[src/sv/dcwb_pkg.sv]
// shared types and constants for the dual crop coefficient water balance block
`default_nettype none
package dcwb_pkg;

    localparam int COEF_FRAC_BITS_DEF = 14;

    localparam int ACC_W = 48;
    localparam int MUL_W = 24;
    localparam int DIV_W = 28;
    localparam int CNT_W = 6;

    localparam int ET_IN_W   = 16;
    localparam int RAIN_IN_W = 21;
    localparam int CFG_IDX_W = 3;
    localparam int CFG_DAT_W = 48;

    localparam int CROP_ET_W = 16;
    localparam int KC_EFF_W  = 16;
    localparam int KS_OUT_W  = 15;
    localparam int ROOT_W    = 17;
    localparam int PERC_W    = 20;
    localparam int IRR_W     = 17;
    localparam int RUNOFF_W  = 20;

    localparam int DAY_W     = 11;
    localparam int DAY_MAX   = 2047;
    localparam int RUN_THRESH = 35560;
    localparam int RUN_OFFSET = 142240;

    localparam logic [16:0] TAW_RST   = 17'd10000;
    localparam logic [16:0] RAW_RST   = 17'd5000;
    localparam logic [14:0] KMAX_RST  = 15'd19661;
    localparam logic [14:0] FEW_RST   = 15'd16384;
    localparam logic [31:0] EVL_RST   = 32'd163840900;
    localparam logic [35:0] STAGE_RST = 36'd4039659550;
    localparam logic [47:0] BASAL_RST = 48'd21110945352090;

    typedef enum logic [CFG_IDX_W-1:0] {
        REG_TAW, REG_RAW, REG_KMAX, REG_FEW, REG_EVL, REG_STAGE, REG_BASAL, REG_AUTO
    } t_reg;

    typedef enum logic [3:0] {
        OP_RUN_SQ, OP_RUN_DIV, OP_INFIL, OP_KCB_MUL, OP_KCB_DIV, OP_KS, OP_KR,
        OP_KE_MUL, OP_KE_WF, OP_KE_CAP, OP_KBS, OP_UPTAKE, OP_EVAP, OP_FINISH
    } t_op;

    typedef struct packed {
        logic capture;
        logic start;
        logic commit;
        t_op  op;
    } t_cmd;

    typedef struct packed {
        logic need;
        logic done;
        logic out_free;
    } t_sts;

endpackage
`default_nettype wire

[src/sv/dcwb_ifs.sv]
// word channels of the water balance block
`default_nettype none
interface dcwb_in_if;
    logic                                  valid;
    logic                                  ready;
    logic signed [dcwb_pkg::ET_IN_W-1:0]   reference_et;
    logic signed [dcwb_pkg::RAIN_IN_W-1:0] rainfall;
    logic                                  season_start;
    modport source (output valid, reference_et, rainfall, season_start, input ready);
    modport sink (input valid, reference_et, rainfall, season_start, output ready);
endinterface

interface dcwb_out_if;
    logic                            valid;
    logic                            ready;
    logic [dcwb_pkg::CROP_ET_W-1:0]  crop_et;
    logic [dcwb_pkg::KC_EFF_W-1:0]   effective_coefficient;
    logic [dcwb_pkg::KS_OUT_W-1:0]   stress_coefficient;
    logic [dcwb_pkg::ROOT_W-1:0]     root_depletion_out;
    logic [dcwb_pkg::PERC_W-1:0]     deep_percolation;
    logic [dcwb_pkg::IRR_W-1:0]      irrigation_amount;
    logic [dcwb_pkg::RUNOFF_W-1:0]   surface_runoff;
    modport source (output valid, crop_et, effective_coefficient, stress_coefficient,
                    root_depletion_out, deep_percolation, irrigation_amount,
                    surface_runoff, input ready);
    modport sink (input valid, crop_et, effective_coefficient, stress_coefficient,
                  root_depletion_out, deep_percolation, irrigation_amount,
                  surface_runoff, output ready);
endinterface

interface dcwb_cfg_if;
    logic                           valid;
    logic                           ready;
    logic [dcwb_pkg::CFG_IDX_W-1:0] index;
    logic [dcwb_pkg::CFG_DAT_W-1:0] data;
    modport source (output valid, index, data, input ready);
    modport sink (input valid, index, data, output ready);
endinterface
`default_nettype wire

[src/sv/dual_crop_coefficient_water_balance_top.sv]
// Daily dual crop coefficient soil water balance, fixed point.
// i_in takes one word per day: reference ET, rainfall (negatives read as zero)
// and a season start bit that clears both depletions and the day counter.
// o_out gives one word per day: crop ET, effective coefficient, stress
// coefficient, end-of-day root depletion, percolation, irrigation and runoff.
// i_cfg writes the eight setup registers by index and is always ready; the
// user must write it only while no day is in flight, which is not enforced.
// A day is worked through by a step sequencer over one shared bit-serial
// unit that runs the multiply and divide steps; a step without arithmetic,
// or one whose condition does not hold, commits without the unit, so a dry
// day in the initial stage with no stress is shorter than a day with all
// steps active.
// One day is in flight at a time; i_in is ready whenever the sequencer is idle.
// The result sits in an output register, so the next day is taken while it
// waits; if the receiver still stalls when the next day is done, the sequencer
// holds that day until the register frees.
// Reset (synchronous, active low) loads the register defaults and clears the
// depletions and day counter; no clearing pass follows.
`default_nettype none
module dual_crop_coefficient_water_balance_top #(
    parameter int COEF_FRAC_BITS = dcwb_pkg::COEF_FRAC_BITS_DEF
) (
    input wire logic   i_clk,
    input wire logic   i_rst_n,
    dcwb_in_if.sink    i_in,
    dcwb_out_if.source o_out,
    dcwb_cfg_if.sink   i_cfg
);
    dcwb_pkg::t_cmd cmd;
    dcwb_pkg::t_sts sts;

    assign i_cfg.ready = 1'b1;

    dcwb_ctrl u_ctrl (
        .i_clk      (i_clk),
        .i_rst_n    (i_rst_n),
        .i_in_valid (i_in.valid),
        .o_in_ready (i_in.ready),
        .o_cmd      (cmd),
        .i_sts      (sts)
    );

    dcwb_datapath #(
        .COEF_FRAC_BITS (COEF_FRAC_BITS)
    ) u_datapath (
        .i_clk                   (i_clk),
        .i_rst_n                 (i_rst_n),
        .i_cmd                   (cmd),
        .o_sts                   (sts),
        .i_reference_et          (i_in.reference_et),
        .i_rainfall              (i_in.rainfall),
        .i_season_start          (i_in.season_start),
        .i_cfg_we                (i_cfg.valid),
        .i_cfg_index             (i_cfg.index),
        .i_cfg_data              (i_cfg.data),
        .o_out_valid             (o_out.valid),
        .i_out_ready             (o_out.ready),
        .o_crop_et               (o_out.crop_et),
        .o_effective_coefficient (o_out.effective_coefficient),
        .o_stress_coefficient    (o_out.stress_coefficient),
        .o_root_depletion_out    (o_out.root_depletion_out),
        .o_deep_percolation      (o_out.deep_percolation),
        .o_irrigation_amount     (o_out.irrigation_amount),
        .o_surface_runoff        (o_out.surface_runoff)
    );
endmodule
`default_nettype wire

[src/sv/dcwb_arith.sv]
// shared shift-add multiplier and restoring divider, one bit per cycle
`default_nettype none
module dcwb_arith (
    input  wire logic                       i_clk,
    input  wire logic                       i_rst_n,
    input  wire logic                       i_start_mul,
    input  wire logic                       i_start_div,
    input  wire logic [dcwb_pkg::ACC_W-1:0] i_a,
    input  wire logic [dcwb_pkg::MUL_W-1:0] i_b,
    input  wire logic [dcwb_pkg::DIV_W-1:0] i_divisor,
    output logic      [dcwb_pkg::ACC_W-1:0] o_result,
    output logic                            o_done
);
    localparam int AW = dcwb_pkg::ACC_W;
    localparam int BW = dcwb_pkg::MUL_W;
    localparam int DW = dcwb_pkg::DIV_W;
    localparam int CW = dcwb_pkg::CNT_W;

    logic          r_busy;
    logic          r_done;
    logic          r_div;
    logic [CW-1:0] r_cnt;
    logic [AW-1:0] r_x;
    logic [BW-1:0] r_y;
    logic [AW-1:0] r_acc;
    logic [DW-1:0] r_rem;
    logic [DW-1:0] r_dvs;

    logic [DW:0]   rem_sh;
    logic [DW:0]   rem_sub;
    logic          rem_ge;

    always_comb begin
        rem_sh  = {r_rem, r_acc[AW-1]};
        rem_ge  = rem_sh >= {1'b0, r_dvs};
        rem_sub = rem_sh - {1'b0, r_dvs};
    end

    always_ff @(posedge i_clk) begin
        if (!i_rst_n) begin
            r_busy <= 1'b0;
            r_done <= 1'b0;
        end else begin
            r_done <= 1'b0;
            if (i_start_mul || i_start_div) begin
                r_busy <= 1'b1;
            end else if (r_busy && r_cnt == CW'(1)) begin
                r_busy <= 1'b0;
                r_done <= 1'b1;
            end
        end
    end

    always_ff @(posedge i_clk) begin
        if (i_start_mul) begin
            r_div <= 1'b0;
            r_cnt <= CW'(BW);
            r_x   <= i_a;
            r_y   <= i_b;
            r_acc <= '0;
        end else if (i_start_div) begin
            r_div <= 1'b1;
            r_cnt <= CW'(AW);
            r_acc <= i_a;
            r_rem <= '0;
            r_dvs <= i_divisor;
        end else if (r_busy) begin
            r_cnt <= r_cnt - CW'(1);
            if (r_div) begin
                r_rem <= rem_ge ? rem_sub[DW-1:0] : rem_sh[DW-1:0];
                r_acc <= {r_acc[AW-2:0], rem_ge};
            end else begin
                if (r_y[0]) begin
                    r_acc <= r_acc + r_x;
                end
                r_x <= r_x << 1;
                r_y <= r_y >> 1;
            end
        end
    end

    assign o_result = r_acc;
    assign o_done   = r_done;

    a_done_idle: assert property (@(posedge i_clk) disable iff (!i_rst_n)
        r_done |-> !r_busy) else $error("done while busy");
    a_start_idle: assert property (@(posedge i_clk) disable iff (!i_rst_n)
        (i_start_mul || i_start_div) |-> !r_busy) else $error("start while busy");
endmodule
`default_nettype wire

[src/sv/dcwb_ctrl.sv]
// step sequencer for one day of the water balance
`default_nettype none
module dcwb_ctrl (
    input  wire logic           i_clk,
    input  wire logic           i_rst_n,
    input  wire logic           i_in_valid,
    output logic                o_in_ready,
    output dcwb_pkg::t_cmd      o_cmd,
    input  wire dcwb_pkg::t_sts i_sts
);
    typedef enum logic [1:0] {ST_IDLE, ST_STEP, ST_WAIT} t_state;

    t_state        r_state;
    dcwb_pkg::t_op r_op;

    function automatic dcwb_pkg::t_op f_next(input dcwb_pkg::t_op op);
        dcwb_pkg::t_op nxt;
        case (op)
            dcwb_pkg::OP_RUN_SQ:  nxt = dcwb_pkg::OP_RUN_DIV;
            dcwb_pkg::OP_RUN_DIV: nxt = dcwb_pkg::OP_INFIL;
            dcwb_pkg::OP_INFIL:   nxt = dcwb_pkg::OP_KCB_MUL;
            dcwb_pkg::OP_KCB_MUL: nxt = dcwb_pkg::OP_KCB_DIV;
            dcwb_pkg::OP_KCB_DIV: nxt = dcwb_pkg::OP_KS;
            dcwb_pkg::OP_KS:      nxt = dcwb_pkg::OP_KR;
            dcwb_pkg::OP_KR:      nxt = dcwb_pkg::OP_KE_MUL;
            dcwb_pkg::OP_KE_MUL:  nxt = dcwb_pkg::OP_KE_WF;
            dcwb_pkg::OP_KE_WF:   nxt = dcwb_pkg::OP_KE_CAP;
            dcwb_pkg::OP_KE_CAP:  nxt = dcwb_pkg::OP_KBS;
            dcwb_pkg::OP_KBS:     nxt = dcwb_pkg::OP_UPTAKE;
            dcwb_pkg::OP_UPTAKE:  nxt = dcwb_pkg::OP_EVAP;
            dcwb_pkg::OP_EVAP:    nxt = dcwb_pkg::OP_FINISH;
            default:              nxt = dcwb_pkg::OP_FINISH;
        endcase
        return nxt;
    endfunction

    always_comb begin
        o_in_ready    = r_state == ST_IDLE;
        o_cmd.capture = o_in_ready && i_in_valid;
        o_cmd.start   = 1'b0;
        o_cmd.commit  = 1'b0;
        o_cmd.op      = r_op;
        case (r_state)
            ST_STEP: begin
                if (r_op == dcwb_pkg::OP_FINISH) begin
                    o_cmd.commit = i_sts.out_free;
                end else if (i_sts.need) begin
                    o_cmd.start = 1'b1;
                end else begin
                    o_cmd.commit = 1'b1;
                end
            end
            ST_WAIT: o_cmd.commit = i_sts.done;
            default: ;
        endcase
    end

    always_ff @(posedge i_clk) begin
        if (!i_rst_n) begin
            r_state <= ST_IDLE;
            r_op    <= dcwb_pkg::OP_RUN_SQ;
        end else begin
            case (r_state)
                ST_IDLE: begin
                    if (i_in_valid) begin
                        r_state <= ST_STEP;
                        r_op    <= dcwb_pkg::OP_RUN_SQ;
                    end
                end
                ST_STEP: begin
                    if (r_op == dcwb_pkg::OP_FINISH) begin
                        if (i_sts.out_free) begin
                            r_state <= ST_IDLE;
                        end
                    end else if (i_sts.need) begin
                        r_state <= ST_WAIT;
                    end else begin
                        r_op <= f_next(r_op);
                    end
                end
                ST_WAIT: begin
                    if (i_sts.done) begin
                        r_state <= ST_STEP;
                        r_op    <= f_next(r_op);
                    end
                end
                default: r_state <= ST_IDLE;
            endcase
        end
    end

    a_wait_op: assert property (@(posedge i_clk) disable iff (!i_rst_n)
        r_state == ST_WAIT |-> (r_op != dcwb_pkg::OP_INFIL && r_op != dcwb_pkg::OP_FINISH))
        else $error("waiting on a step without arithmetic");
endmodule
`default_nettype wire

[src/sv/dcwb_datapath.sv]
// water balance registers, step operands and result register
`default_nettype none
module dcwb_datapath #(
    parameter int COEF_FRAC_BITS = dcwb_pkg::COEF_FRAC_BITS_DEF
) (
    input  wire logic                                  i_clk,
    input  wire logic                                  i_rst_n,
    input  wire dcwb_pkg::t_cmd                        i_cmd,
    output dcwb_pkg::t_sts                             o_sts,
    input  wire logic signed [dcwb_pkg::ET_IN_W-1:0]   i_reference_et,
    input  wire logic signed [dcwb_pkg::RAIN_IN_W-1:0] i_rainfall,
    input  wire logic                                  i_season_start,
    input  wire logic                                  i_cfg_we,
    input  wire logic [dcwb_pkg::CFG_IDX_W-1:0]        i_cfg_index,
    input  wire logic [dcwb_pkg::CFG_DAT_W-1:0]        i_cfg_data,
    output logic                                       o_out_valid,
    input  wire logic                                  i_out_ready,
    output logic [dcwb_pkg::CROP_ET_W-1:0]             o_crop_et,
    output logic [dcwb_pkg::KC_EFF_W-1:0]              o_effective_coefficient,
    output logic [dcwb_pkg::KS_OUT_W-1:0]              o_stress_coefficient,
    output logic [dcwb_pkg::ROOT_W-1:0]                o_root_depletion_out,
    output logic [dcwb_pkg::PERC_W-1:0]                o_deep_percolation,
    output logic [dcwb_pkg::IRR_W-1:0]                 o_irrigation_amount,
    output logic [dcwb_pkg::RUNOFF_W-1:0]              o_surface_runoff
);
    localparam int F    = COEF_FRAC_BITS;
    localparam int K_W  = F + 1;
    localparam int UP_W = 31 - F;
    localparam int EV_W = 30 - F;
    localparam int DR_W = (UP_W > 17 ? UP_W : 17) + 1;
    localparam int AW   = dcwb_pkg::ACC_W;
    localparam int BW   = dcwb_pkg::MUL_W;
    localparam int DW   = dcwb_pkg::DIV_W;
    localparam int DYW  = dcwb_pkg::DAY_W;
    localparam logic [K_W-1:0] ONE = K_W'(1) << F;

    // configuration
    logic [16:0] r_taw, r_raw;
    logic [14:0] r_kmax, r_few;
    logic [31:0] r_evl;
    logic [35:0] r_stage;
    logic [47:0] r_basal;
    logic        r_auto;

    // day state
    logic [16:0]    r_root;
    logic [15:0]    r_surf;
    logic [DYW-1:0] r_day;

    // working values
    logic [14:0]     r_et0;
    logic [19:0]     r_rain;
    logic [19:0]     r_runoff;
    logic [19:0]     r_surplus;
    logic [AW-1:0]   r_tmp;
    logic [15:0]     r_kcb;
    logic [K_W-1:0]  r_ks, r_kr;
    logic [14:0]     r_ke;
    logic [15:0]     r_kbs;
    logic [UP_W-1:0] r_up;
    logic [EV_W-1:0] r_ev;

    logic r_out_valid;
    logic [dcwb_pkg::CROP_ET_W-1:0] r_o_et;
    logic [dcwb_pkg::KC_EFF_W-1:0]  r_o_kc;
    logic [dcwb_pkg::KS_OUT_W-1:0]  r_o_ks;
    logic [dcwb_pkg::ROOT_W-1:0]    r_o_root;
    logic [dcwb_pkg::PERC_W-1:0]    r_o_perc;
    logic [dcwb_pkg::IRR_W-1:0]     r_o_irr;
    logic [dcwb_pkg::RUNOFF_W-1:0]  r_o_run;

    logic [AW-1:0] res;
    logic          unit_done;
    logic [AW-1:0] op_a;
    logic [BW-1:0] op_b;
    logic [DW-1:0] op_d;
    logic          op_div;

    logic [15:0] rew, tew;
    logic [23:0] r13, run_a, run_s;
    logic [27:0] run_den;
    logic        need_run;
    logic [19:0] runoff_n, infil, excess, surplus_n;
    logic [15:0] fill;
    logic [16:0] recharge;

    logic [8:0]     li, ld, lm, ll, len;
    logic [DYW-1:0] t_ini, t_dev, t_mid, t_late, t_base, num;
    logic [15:0]    kini, kmid, kend, k_lo, k_hi, k_mag, kcb_flat, kcb_interp;
    logic           in_ini, in_dev, in_mid, in_late, interp, k_neg;

    logic           dr_gt, taw_nz, need_ks, de_gt, need_kr, need_ke;
    logic [K_W-1:0] ks_flat, kr_flat;
    logic [15:0]    cap;
    logic [AW-1:0]  wf_lim;

    logic [23:0]     etc_sum, dp_sum, de2;
    logic [16:0]     kce;
    logic [DR_W-1:0] dr2;
    logic            over, irr_on;
    logic [16:0]     dr3, dr4, irr;
    logic [15:0]     de3;

    dcwb_arith u_arith (
        .i_clk       (i_clk),
        .i_rst_n     (i_rst_n),
        .i_start_mul (i_cmd.start && !op_div),
        .i_start_div (i_cmd.start && op_div),
        .i_a         (op_a),
        .i_b         (op_b),
        .i_divisor   (op_d),
        .o_result    (res),
        .o_done      (unit_done)
    );

    always_comb begin
        rew = r_evl[15:0];
        tew = r_evl[31:16];

        // runoff, cn 65
        r13      = ({4'b0, r_rain} << 3) + ({4'b0, r_rain} << 2) + {4'b0, r_rain};
        need_run = r13 > 24'(dcwb_pkg::RUN_THRESH);
        run_a    = r13 - 24'(dcwb_pkg::RUN_THRESH);
        run_s    = r13 + 24'(dcwb_pkg::RUN_OFFSET);
        run_den  = ({4'b0, run_s} << 3) + ({4'b0, run_s} << 2) + {4'b0, run_s};
        runoff_n = (res > AW'(r_rain)) ? r_rain : res[19:0];

        // infiltration
        infil     = r_rain - r_runoff;
        fill      = (infil > {4'b0, r_surf}) ? r_surf : infil[15:0];
        excess    = infil - {4'b0, fill};
        recharge  = (excess > {3'b0, r_root}) ? r_root : excess[16:0];
        surplus_n = excess - {3'b0, recharge};

        // basal coefficient by stage
        li      = r_stage[8:0];
        ld      = r_stage[17:9];
        lm      = r_stage[26:18];
        ll      = r_stage[35:27];
        kini    = r_basal[15:0];
        kmid    = r_basal[31:16];
        kend    = r_basal[47:32];
        t_ini   = DYW'(li);
        t_dev   = t_ini + DYW'(ld);
        t_mid   = t_dev + DYW'(lm);
        t_late  = t_mid + DYW'(ll);
        in_ini  = r_day <= t_ini;
        in_dev  = r_day < t_dev;
        in_mid  = r_day < t_mid;
        in_late = r_day < t_late;
        interp  = !in_ini && (in_dev || (!in_mid && in_late));
        k_lo    = in_dev ? kini : kmid;
        k_hi    = in_dev ? kmid : kend;
        t_base  = in_dev ? t_ini : t_mid;
        len     = in_dev ? ld : ll;
        num     = r_day - t_base;
        k_neg   = k_hi < k_lo;
        k_mag   = k_neg ? k_lo - k_hi : k_hi - k_lo;
        kcb_flat   = in_ini ? kini : (in_mid ? kmid : kend);
        kcb_interp = k_neg ? k_lo - res[15:0] : k_lo + res[15:0];

        // stress and evaporation reduction
        dr_gt   = r_root > r_raw;
        taw_nz  = r_taw != '0;
        need_ks = dr_gt && taw_nz && (r_root < r_taw);
        ks_flat = (dr_gt && taw_nz) ? '0 : ONE;
        de_gt   = r_surf > rew;
        need_kr = de_gt && (r_surf < tew);
        kr_flat = de_gt ? '0 : ONE;
        need_ke = {1'b0, r_kmax} > r_kcb;
        cap     = (tew > r_surf) ? tew - r_surf : '0;
        wf_lim  = res >> F;

        // end of day
        etc_sum = 24'(r_up) + 24'(r_ev);
        kce     = 17'(r_kbs) + 17'(r_ke);
        dr2     = DR_W'(r_root) + DR_W'(r_up);
        over    = dr2 > DR_W'(r_taw);
        dr3     = over ? r_taw : dr2[16:0];
        dp_sum  = 24'(r_surplus) + (over ? 24'(dr2 - DR_W'(r_taw)) : 24'd0);
        irr_on  = r_auto && (dr3 > r_raw);
        irr     = irr_on ? dr3 : '0;
        dr4     = irr_on ? '0 : dr3;
        de2     = 24'(r_surf) + 24'(r_ev);
        de3     = (de2 > 24'(tew)) ? tew : de2[15:0];
    end

    always_comb begin
        op_a   = '0;
        op_b   = '0;
        op_d   = '0;
        op_div = 1'b0;
        o_sts.need = 1'b0;
        case (i_cmd.op)
            dcwb_pkg::OP_RUN_SQ: begin
                op_a = AW'(run_a);
                op_b = run_a;
                o_sts.need = need_run;
            end
            dcwb_pkg::OP_RUN_DIV: begin
                op_a   = r_tmp;
                op_d   = run_den;
                op_div = 1'b1;
                o_sts.need = need_run;
            end
            dcwb_pkg::OP_KCB_MUL: begin
                op_a = AW'(k_mag);
                op_b = BW'(num);
                o_sts.need = interp;
            end
            dcwb_pkg::OP_KCB_DIV: begin
                op_a   = r_tmp;
                op_d   = DW'(len);
                op_div = 1'b1;
                o_sts.need = interp;
            end
            dcwb_pkg::OP_KS: begin
                op_a   = AW'(r_taw - r_root) << F;
                op_d   = DW'(r_taw - r_raw);
                op_div = 1'b1;
                o_sts.need = need_ks;
            end
            dcwb_pkg::OP_KR: begin
                op_a   = AW'(tew - r_surf) << F;
                op_d   = DW'(tew - rew);
                op_div = 1'b1;
                o_sts.need = need_kr;
            end
            dcwb_pkg::OP_KE_MUL: begin
                op_a = AW'({1'b0, r_kmax} - r_kcb);
                op_b = BW'(r_kr);
                o_sts.need = need_ke;
            end
            dcwb_pkg::OP_KE_WF: begin
                op_a = AW'(r_few);
                op_b = BW'(r_kmax);
                o_sts.need = 1'b1;
            end
            dcwb_pkg::OP_KE_CAP: begin
                op_a   = AW'(cap) << F;
                op_d   = DW'(r_et0);
                op_div = 1'b1;
                o_sts.need = r_et0 != '0;
            end
            dcwb_pkg::OP_KBS: begin
                op_a = AW'(r_kcb);
                op_b = BW'(r_ks);
                o_sts.need = 1'b1;
            end
            dcwb_pkg::OP_UPTAKE: begin
                op_a = AW'(r_kbs);
                op_b = BW'(r_et0);
                o_sts.need = 1'b1;
            end
            dcwb_pkg::OP_EVAP: begin
                op_a = AW'(r_ke);
                op_b = BW'(r_et0);
                o_sts.need = 1'b1;
            end
            default: ;
        endcase
        o_sts.done     = unit_done;
        o_sts.out_free = !r_out_valid || i_out_ready;
    end

    always_ff @(posedge i_clk) begin
        if (!i_rst_n) begin
            r_taw       <= dcwb_pkg::TAW_RST;
            r_raw       <= dcwb_pkg::RAW_RST;
            r_kmax      <= dcwb_pkg::KMAX_RST;
            r_few       <= dcwb_pkg::FEW_RST;
            r_evl       <= dcwb_pkg::EVL_RST;
            r_stage     <= dcwb_pkg::STAGE_RST;
            r_basal     <= dcwb_pkg::BASAL_RST;
            r_auto      <= 1'b0;
            r_root      <= '0;
            r_surf      <= '0;
            r_day       <= '0;
            r_out_valid <= 1'b0;
        end else begin
            if (i_cfg_we) begin
                case (dcwb_pkg::t_reg'(i_cfg_index))
                    dcwb_pkg::REG_TAW:   r_taw   <= i_cfg_data[16:0];
                    dcwb_pkg::REG_RAW:   r_raw   <= i_cfg_data[16:0];
                    dcwb_pkg::REG_KMAX:  r_kmax  <= i_cfg_data[14:0];
                    dcwb_pkg::REG_FEW:   r_few   <= i_cfg_data[14:0];
                    dcwb_pkg::REG_EVL:   r_evl   <= i_cfg_data[31:0];
                    dcwb_pkg::REG_STAGE: r_stage <= i_cfg_data[35:0];
                    dcwb_pkg::REG_BASAL: r_basal <= i_cfg_data[47:0];
                    dcwb_pkg::REG_AUTO:  r_auto  <= i_cfg_data[0];
                    default: ;
                endcase
            end
            if (i_cmd.capture && i_season_start) begin
                r_root <= '0;
                r_surf <= '0;
                r_day  <= '0;
            end
            if (i_cmd.commit && i_cmd.op == dcwb_pkg::OP_INFIL) begin
                r_surf <= r_surf - fill;
                r_root <= r_root - recharge;
            end
            if (i_cmd.commit && i_cmd.op == dcwb_pkg::OP_FINISH) begin
                r_root      <= dr4;
                r_surf      <= de3;
                r_out_valid <= 1'b1;
                if (r_day != DYW'(dcwb_pkg::DAY_MAX)) begin
                    r_day <= r_day + DYW'(1);
                end
            end else if (i_out_ready) begin
                r_out_valid <= 1'b0;
            end
        end
    end

    always_ff @(posedge i_clk) begin
        if (i_cmd.capture) begin
            r_et0  <= i_reference_et[15] ? '0 : i_reference_et[14:0];
            r_rain <= i_rainfall[20] ? '0 : i_rainfall[19:0];
        end
        if (i_cmd.commit) begin
            case (i_cmd.op)
                dcwb_pkg::OP_RUN_SQ:  r_tmp <= res;
                dcwb_pkg::OP_RUN_DIV: r_runoff <= o_sts.need ? runoff_n : '0;
                dcwb_pkg::OP_INFIL:   r_surplus <= surplus_n;
                dcwb_pkg::OP_KCB_MUL: r_tmp <= res;
                dcwb_pkg::OP_KCB_DIV: r_kcb <= o_sts.need ? kcb_interp : kcb_flat;
                dcwb_pkg::OP_KS:      r_ks <= o_sts.need ? res[K_W-1:0] : ks_flat;
                dcwb_pkg::OP_KR:      r_kr <= o_sts.need ? res[K_W-1:0] : kr_flat;
                dcwb_pkg::OP_KE_MUL:  r_ke <= o_sts.need ? res[F +: 15] : '0;
                dcwb_pkg::OP_KE_WF: begin
                    if (AW'(r_ke) > wf_lim) begin
                        r_ke <= wf_lim[14:0];
                    end
                end
                dcwb_pkg::OP_KE_CAP: begin
                    if (!o_sts.need) begin
                        r_ke <= '0;
                    end else if (AW'(r_ke) > res) begin
                        r_ke <= res[14:0];
                    end
                end
                dcwb_pkg::OP_KBS:    r_kbs <= res[F +: 16];
                dcwb_pkg::OP_UPTAKE: r_up  <= res[F +: UP_W];
                dcwb_pkg::OP_EVAP:   r_ev  <= res[F +: EV_W];
                dcwb_pkg::OP_FINISH: begin
                    r_o_et   <= (etc_sum > 24'hFFFF) ? 16'hFFFF : etc_sum[15:0];
                    r_o_kc   <= kce[16] ? 16'hFFFF : kce[15:0];
                    r_o_ks   <= dcwb_pkg::KS_OUT_W'(r_ks);
                    r_o_root <= dr4;
                    r_o_perc <= (dp_sum > 24'hFFFFF) ? 20'hFFFFF : dp_sum[19:0];
                    r_o_irr  <= irr;
                    r_o_run  <= r_runoff;
                end
                default: ;
            endcase
        end
    end

    assign o_out_valid             = r_out_valid;
    assign o_crop_et               = r_o_et;
    assign o_effective_coefficient = r_o_kc;
    assign o_stress_coefficient    = r_o_ks;
    assign o_root_depletion_out    = r_o_root;
    assign o_deep_percolation      = r_o_perc;
    assign o_irrigation_amount     = r_o_irr;
    assign o_surface_runoff        = r_o_run;

    a_day_bounds: assert property (@(posedge i_clk) disable iff (!i_rst_n)
        (i_cmd.commit && i_cmd.op == dcwb_pkg::OP_FINISH) |=> (r_root <= r_taw && r_surf <= tew))
        else $error("depletion beyond capacity at end of day");
    a_ks_range: assert property (@(posedge i_clk) disable iff (!i_rst_n)
        (i_cmd.commit && i_cmd.op == dcwb_pkg::OP_KS) |=> r_ks <= ONE)
        else $error("stress coefficient above one");
endmodule
`default_nettype wire

[src/flat_wrapper.sv]
// flat-port wrapper written by rule: the top's interface ports become plain ports
module dual_crop_coefficient_water_balance_top_flat 
#(
    parameter int COEF_FRAC_BITS = dcwb_pkg::COEF_FRAC_BITS_DEF
)
  (i_clk, i_rst_n, i_in_valid, i_in_reference_et, i_in_rainfall, i_in_season_start, i_in_ready, o_out_valid, o_out_crop_et, o_out_effective_coefficient, o_out_stress_coefficient, o_out_root_depletion_out, o_out_deep_percolation, o_out_irrigation_amount, o_out_surface_runoff, o_out_ready, i_cfg_valid, i_cfg_index, i_cfg_data, i_cfg_ready);
  dcwb_in_if i_in_i ();
  dcwb_out_if o_out_i ();
  dcwb_cfg_if i_cfg_i ();
  input wire logic i_clk;
  input wire logic i_rst_n;
  input wire logic [$bits(i_in_i.valid)-1:0] i_in_valid;
  input wire logic [$bits(i_in_i.reference_et)-1:0] i_in_reference_et;
  input wire logic [$bits(i_in_i.rainfall)-1:0] i_in_rainfall;
  input wire logic [$bits(i_in_i.season_start)-1:0] i_in_season_start;
  output wire logic [$bits(i_in_i.ready)-1:0] i_in_ready;
  output wire logic [$bits(o_out_i.valid)-1:0] o_out_valid;
  output wire logic [$bits(o_out_i.crop_et)-1:0] o_out_crop_et;
  output wire logic [$bits(o_out_i.effective_coefficient)-1:0] o_out_effective_coefficient;
  output wire logic [$bits(o_out_i.stress_coefficient)-1:0] o_out_stress_coefficient;
  output wire logic [$bits(o_out_i.root_depletion_out)-1:0] o_out_root_depletion_out;
  output wire logic [$bits(o_out_i.deep_percolation)-1:0] o_out_deep_percolation;
  output wire logic [$bits(o_out_i.irrigation_amount)-1:0] o_out_irrigation_amount;
  output wire logic [$bits(o_out_i.surface_runoff)-1:0] o_out_surface_runoff;
  input wire logic [$bits(o_out_i.ready)-1:0] o_out_ready;
  input wire logic [$bits(i_cfg_i.valid)-1:0] i_cfg_valid;
  input wire logic [$bits(i_cfg_i.index)-1:0] i_cfg_index;
  input wire logic [$bits(i_cfg_i.data)-1:0] i_cfg_data;
  output wire logic [$bits(i_cfg_i.ready)-1:0] i_cfg_ready;
  assign i_in_i.valid = i_in_valid;
  assign i_in_i.reference_et = i_in_reference_et;
  assign i_in_i.rainfall = i_in_rainfall;
  assign i_in_i.season_start = i_in_season_start;
  assign i_in_ready = i_in_i.ready;
  assign o_out_valid = o_out_i.valid;
  assign o_out_crop_et = o_out_i.crop_et;
  assign o_out_effective_coefficient = o_out_i.effective_coefficient;
  assign o_out_stress_coefficient = o_out_i.stress_coefficient;
  assign o_out_root_depletion_out = o_out_i.root_depletion_out;
  assign o_out_deep_percolation = o_out_i.deep_percolation;
  assign o_out_irrigation_amount = o_out_i.irrigation_amount;
  assign o_out_surface_runoff = o_out_i.surface_runoff;
  assign o_out_i.ready = o_out_ready;
  assign i_cfg_i.valid = i_cfg_valid;
  assign i_cfg_i.index = i_cfg_index;
  assign i_cfg_i.data = i_cfg_data;
  assign i_cfg_ready = i_cfg_i.ready;
  dual_crop_coefficient_water_balance_top #(.COEF_FRAC_BITS(COEF_FRAC_BITS)) u_core (.i_clk(i_clk), .i_rst_n(i_rst_n), .i_in(i_in_i), .o_out(o_out_i), .i_cfg(i_cfg_i));
endmodule
[config.mk]
export PLATFORM = sky130hd
export DESIGN_NAME = dual_crop_coefficient_water_balance_top_flat
export DESIGN_NICKNAME = d
export VERILOG_FILES = /design/src/sv/dcwb_pkg.sv /design/src/sv/dcwb_ifs.sv /design/src/sv/dual_crop_coefficient_water_balance_top.sv /design/src/sv/dcwb_arith.sv /design/src/sv/dcwb_ctrl.sv /design/src/sv/dcwb_datapath.sv /design/src/flat_wrapper.sv
export SDC_FILE = /design/constraint.sdc
export NUM_CORES = 2
export LEC_CHECK = 0
export BUFFER_PORTS_ARGS = -buffer_cell sky130_fd_sc_hd__buf_2
export CAP_MARGIN = 15
export CORE_UTILIZATION = 45
export DETAILED_ROUTE_END_ITERATION = 8
export PLACE_DENSITY = 0.67
export SYNTH_ARGS = -nofsm -noshare
export SYNTH_HDL_FRONTEND = slang
export SYNTH_HIERARCHICAL = 1
export SYNTH_SLANG_ARGS = --single-unit
export TNS_END_PERCENT = 1
[constraint.sdc]
create_clock -name i_clk -period 13.35 [get_ports i_clk]
set_clock_uncertainty 0.05 [all_clocks]
set_input_delay 2.67 -clock i_clk [delete_from_list [all_inputs] [get_ports i_clk]]
set_output_delay 2.67 -clock i_clk [all_outputs]
set_load 0.02 [all_outputs]
Word level (Yosys, flattened, before mapping)

Memories as Yosys holds them, arrays and structs flattened. A register that Yosys moved wholly into a read port is not among the register bits.
Cells that the tools add are included.
W data, S select, Z words.

Memory bits (read-only): 128
Register bits after elaboration: 771
Input bits: 94
Memories kept: 2
Output and inout bits: 124

Memory list:

| name            | depth | bits a word | read ports | clocked after memory_dff | write ports | RTL line        | RTL |
|---|---|---|---|---|---|---|---|
| (no name shown) | 16    | 4           | 1          | 1                        | 0           | dcwb_ctrl.sv:18 | `case (op)` |
| (no name shown) | 16    | 4           | 1          | 1                        | 0           | dcwb_ctrl.sv:18 |  |

Eq/ne operators: 34
Magnitude comparators: 23
Reduce and logical (&&, ||, !) cells: 68
Bitwise gates (word level): 2
$add $sub $neg: 35
Mux-type cells: 83

Operators by type and width:

| operator          | count |
|---|---|
| $pmux W48 S11     | 1 |
| $mux W48          | 8 |
| $mux W16          | 13 |
| $pmux W24 S6      | 1 |
| $pmux W28 S5      | 1 |
| $mux W15          | 8 |
| $mux W24          | 5 |
| $mux W17          | 6 |
| $mux W28          | 3 |
| $sub A16 B16 Y16  | 5 |
| $add A48 B48 Y48  | 1 |
| $gt A15 B48 Y1    | 1 |
| $gt A48 B20 Y1    | 1 |
| $pmux W15 S3      | 1 |
| $mux W11          | 4 |
| $reduce_and A2 Y1 | 20 |
| $sub A17 B17 Y18  | 2 |
| $gt A15 B34 Y1    | 1 |
| $gt A17 B17 Y1    | 2 |
| $sub A16 B16 Y17  | 2 |
| $gt A16 B16 Y1    | 2 |
| $lt A16 B16 Y1    | 2 |
| $mux W4           | 8 |
| $ge A29 B28 Y1    | 1 |
| 77 further kinds  | 146 |

Longest topological paths before layout

Depth in word-level cells: 14
Mapped depth: 61
Depth with buffers taken out: 57

Cells and area by module

Netlist, hierarchy kept.

Modules (own cells, without submodules):

| module                                  | cells each | instances | area an instance (um^2) |
|---|---|---|---|
| dcwb_datapath                           | 5540       | 1         | 47499.3 |
| dcwb_arith                              | 1270       | 1         | 12125.4 |
| dcwb_ctrl                               | 67         | 1         | 645.6 |
| dual_crop_coefficient_water_balance_top | 2          | 1         | 11.3 |

Worst setup path after synthesis

OpenSTA, ideal clock, no wires.

Path type: reg-to-reg
Start point: register u_core.u_datapath.r_rain[0]
End point: register u_core.u_datapath.r_surplus[19] (data pin)
Period minus slack after synthesis: 12781 ps
Path buffers: 4
Cell stages (with the launch flop): 60
Required time: 13028 ps
Setup time: 272 ps
Data arrival time: 12459 ps
Path slack: 569 ps
Cell sequence: edfxtp_1 > inv_1 > ha_1 > inv_1 > fa_1 > a211o_1 > a211o_1 > a41oi_1 > o21ai_0 > a21o_1 > a21oi_1 > xnor2_1 > ha_1 > a21o_1 > a21o_1 > a21oi_1 > and2_1 > a31oi_1 > [24 not listed] > a211o_1 > a21oi_1 > nand2_1 > buf_2 > buf_1 > o21ai_0 > ha_1 > inv_1 > maj3_1 > maj3_1 > a21oi_2 > nor2_1 > or4_1 > a311oi_2 > o31ai_1 > a21o_1 > a2111oi_2 > xor2_1

Cells in the longest elaborated chain, start to end: 7

RTL lines:

| what                                | RTL line             | RTL |
|---|---|---|
| from (decl)                         | dcwb_datapath.sv:52  | `logic [19:0] r_rain;` |
| from (signal assigned)              | dcwb_datapath.sv:319 | `r_rain <= i_rainfall[20] ? '0 : i_rainfall[19:0];` |
| $sub A20 B20 Y20 (*)                | dcwb_datapath.sv:129 | `infil = r_rain - r_runoff;` |
| $gt A20 B16 Y1                      | dcwb_datapath.sv:130 | `fill = (infil > {4'b0, r_surf}) ? r_surf : infil[15:0];` |
| $mux W16                            | dcwb_datapath.sv:130 |  |
| $sub A20 B16 Y20 (*)                | dcwb_datapath.sv:131 | `excess = infil - {4'b0, fill};` |
| $gt A20 B17 Y1                      | dcwb_datapath.sv:132 | `recharge = (excess > {3'b0, r_root}) ? r_root : excess[16:0];` |
| $mux W17                            | dcwb_datapath.sv:132 |  |
| $sub A20 B17 Y20 (*)                | dcwb_datapath.sv:133 | `surplus_n = excess - {3'b0, recharge};` |
| via u_core.u_datapath.surplus_n[19] | dcwb_datapath.sv:83  | `logic [19:0] runoff_n, infil, excess, surplus_n;` |
| to (signal assigned)                | dcwb_datapath.sv:325 | `dcwb_pkg::OP_INFIL: r_surplus <= surplus_n;` |
| to (decl)                           | dcwb_datapath.sv:54  | `logic [19:0] r_surplus;` |

The timed path passes the listed nets; every way through them passes the cells marked *.
A chain may end at the register's enable or synchronous reset.

Worst setup path after layout

Same ends and word-level chain as after synthesis.

==> results_dict.tcl <==
set metrics [dict create \
    synthCells 6879 \
    relSlewSlack 0.132 \
    nNetsFinal 7856 \
    ios 218 \
    worstPathMaxFanout 20 \
    ys.flop_type "edfxtp_1" \
    dieArea_um2 135000 \
    drt_iter0_drc 6715 \
    crit_type "register to register" \
    cts_setup_buffers 0 \
    finalSetupTns_ns 0 \
    rows 133 \
    outcome "finished, final reports clean" \
    critPathCaptureType "register" \
    synth_common_cells "nand2_1, ha_1, a21oi_1" \
    synth_edf_count 482 \
    yosys_warnings 6 \
    final_layout_size_suffix_gt1_frac 0.0976 \
    yosys.cell_count.top_type "nand2_1" \
    cts_tree "done" \
    critPathSlowestCell "or4_1" \
    track_usage 0.322 \
    synth_top_cell_by_area "edfxtp_1" \
    clock_sinks 775 \
    vias 54300 \
    cp.required_ns 13.76 \
    hold_viol 0 \
    grt-ovfl-total 0 \
    drc 0 \
    grt_pass1_wl_mm 328 \
    netlist-cell-type-count 111 \
    port_buffers 216 \
    place_inst 8715 \
    place.detailed.hpwl_mm 174 \
    grt_max_degree 75 \
    fin_crit_ns 12.58 \
    ant_nets 0 \
    crit_arrival_ns 12.99 \
    timing.hold.ws_ns 0.396 \
    maxSlewViolCount 0 \
    finalCritPeriodShare 0.942 \
    max_freq_mhz 79.5 \
    tightest_slew_ns 1.29 \
    wire_per_inst_um 25.3 \
    fp.dieH_um 368 \
    ys_async_sr_fraction 0 \
    avgSynthCellArea_um2 8.76 \
    die_w_um 368 \
    vias_per_cell 6.11 \
    maxCapViolations 0 \
    area_growth_pct 10.9 \
    seq_area_frac_synth 0.337 \
    synth_nets 7682 \
    hold_class "register to register" \
    wl_mm 225 \
    synth_seq_cells 775 \
    firstDrtPassIters 9 \
    place.gp.congestion 1.02 \
    ys_top_cells_by_area "edfxtp_1, ha_1, dfxtp_1" \
    grt_pass1_vias 50600 \
    start_util 0.456 \
    nFillCells 12500 \
    instances_no_fill 8891 \
    clk_pin_slew_worst_paths_ns 0.06 \
    coreArea_um2 132000 \
    clk_latency_ns 0.73 \
    clock-root-buffer "clkbuf_16" \
    htree_levels 3 \
    final-setup-viol-count 0 \
    cp-start-kind "register" \
    mappedNetlistArea_um2 60300 \
    numCtsBuffers 90 \
    antenna_found_initial 9 \
    critPathMaxStageDelay_ns 0.56 \
    clock_path_buffers 3 \
    yosysTopAreaCellShare 0.240 \
]
-- kinds of logic (layout without fill, tap and decap cells) --
logic type                 count (synthesis)  in the layout  share of synthesized area
buffers and inverters                    851           1102                     0.0536
and+or+nand+nor                         2021           2021                      0.156
adders and majority gates                721            721                      0.157
xor gates and xnor gates                 400            400                     0.0581
other                                      1              7                  0.0000622
DFF                                      775            775                      0.337
AOI/OAI and AO/OA                       1901           1901                      0.202
muxes                                    209            209                     0.0367
-- area by class of cell --
class                           instances  area [um^2]  area share
Tap cell                             1755         2200      0.0328
Clock buffer                          115         2430      0.0363
Sequential cell                       775        20300       0.304
Timing Repair Buffer                  342         2050      0.0307
Multi-Input combinational cell       5253        37000       0.553
Clock inverter                         54          618     0.00925
Antenna cell                            6         15.0    0.000225
Inverter                              591         2230      0.0333
-- per-stage QoR --
step           area, um^2  setup slack [ns]  utilization
2_1_floorplan       60300             0.569            -
3_3_place_gp        63700             0.498        0.482
3_5_place_dp        63700             0.218        0.482
4_1_cts             66700             0.221        0.505
5_1_grt             66800           -0.0233        0.506
6_report            66800             0.769        0.506
-- registers in the layout (all words and copies together), names as in the netlist, 20 cells and up, named ones only --
| name | count |
|---|---|
| u_core/u_datapath/r_runoff | 20 |
| u_core/u_datapath/u_arith/r_rem | 28 |
| u_core/u_datapath/r_evl | 32 |
| u_core/u_datapath/o_deep_percolation | 20 |
| u_core/u_datapath/r_stage | 36 |
| u_core/u_datapath/o_surface_runoff | 20 |
| u_core/u_datapath/r_surplus | 20 |
| u_core/u_datapath/u_arith/r_dvs | 28 |
| u_core/u_datapath/u_arith/o_result | 48 |
| u_core/u_datapath/u_arith/r_x | 48 |
| u_core/u_datapath/r_tmp | 48 |
| u_core/u_datapath/r_rain | 20 |
| u_core/u_datapath/u_arith/r_y | 24 |
| u_core/u_datapath/r_basal | 48 |
-- routing by layer --
layer	routed length, um	up-vias	track usage
met3	21800	614	0.0609
met4	14900	4	0.186
met5	24	-	0
met1	91200	25900	0.425
met2	97100	2776	0.491
li1	-	25100	-
-- path summary, 6_finish.rpt --
path	from	endpoint	slack, ns	cells after the start
worst max-delay path	u_core/u_datapath/r_rain[0]	u_core/u_datapath/r_surplus[19]	0.77	58
worst min-delay path	u_core/u_datapath/r_runoff[11]	u_core/u_datapath/o_surface_runoff[11]	0.40	0
worst max register to register	u_core/u_datapath/r_rain[0]	u_core/u_datapath/r_surplus[19]	0.77	58
worst min register to register	u_core/u_datapath/r_runoff[11]	u_core/u_datapath/o_surface_runoff[11]	0.40	0
-- placed cells by master, fill, tap and decap left out, types with 124 or more instances in the layout --
| master | count |
|---|---|
| nand2_1 | 782 |
| xnor2_1 | 289 |
| nand3_1 | 135 |
| a21o_1 | 174 |
| o21ai_0 | 370 |
| buf_2 | 215 |
| ha_1 | 648 |
| a21oi_1 | 643 |
| edfxtp_1 | 482 |
| dfxtp_1 | 292 |
| inv_1 | 584 |
| nor2_1 | 446 |
| nor2b_1 | 131 |
| buf_4 | 124 |
-- repair_timing --
item / in CTS / in global routing
setup endpoints to repair: 0 / 11
resized for setup: 0 / 17
hold buffers: 0 / 0
-- critical path: cells and delay by family (launching register included) --
kind / cells / cell delay [ns]
buffers and inverters: 6 / 0.67
flip-flops: 1 / 0.39
AND/OR/NAND/NOR: 12 / 1.96
adder cells (fa/ha/maj): 12 / 3.70
XOR/XNOR: 3 / 0.40
AO/OA/AOI/OAI: 25 / 5.16
Power is not shown: default switching activity piles up to over one toggle a cycle in this logic, so the estimate is an artifact.
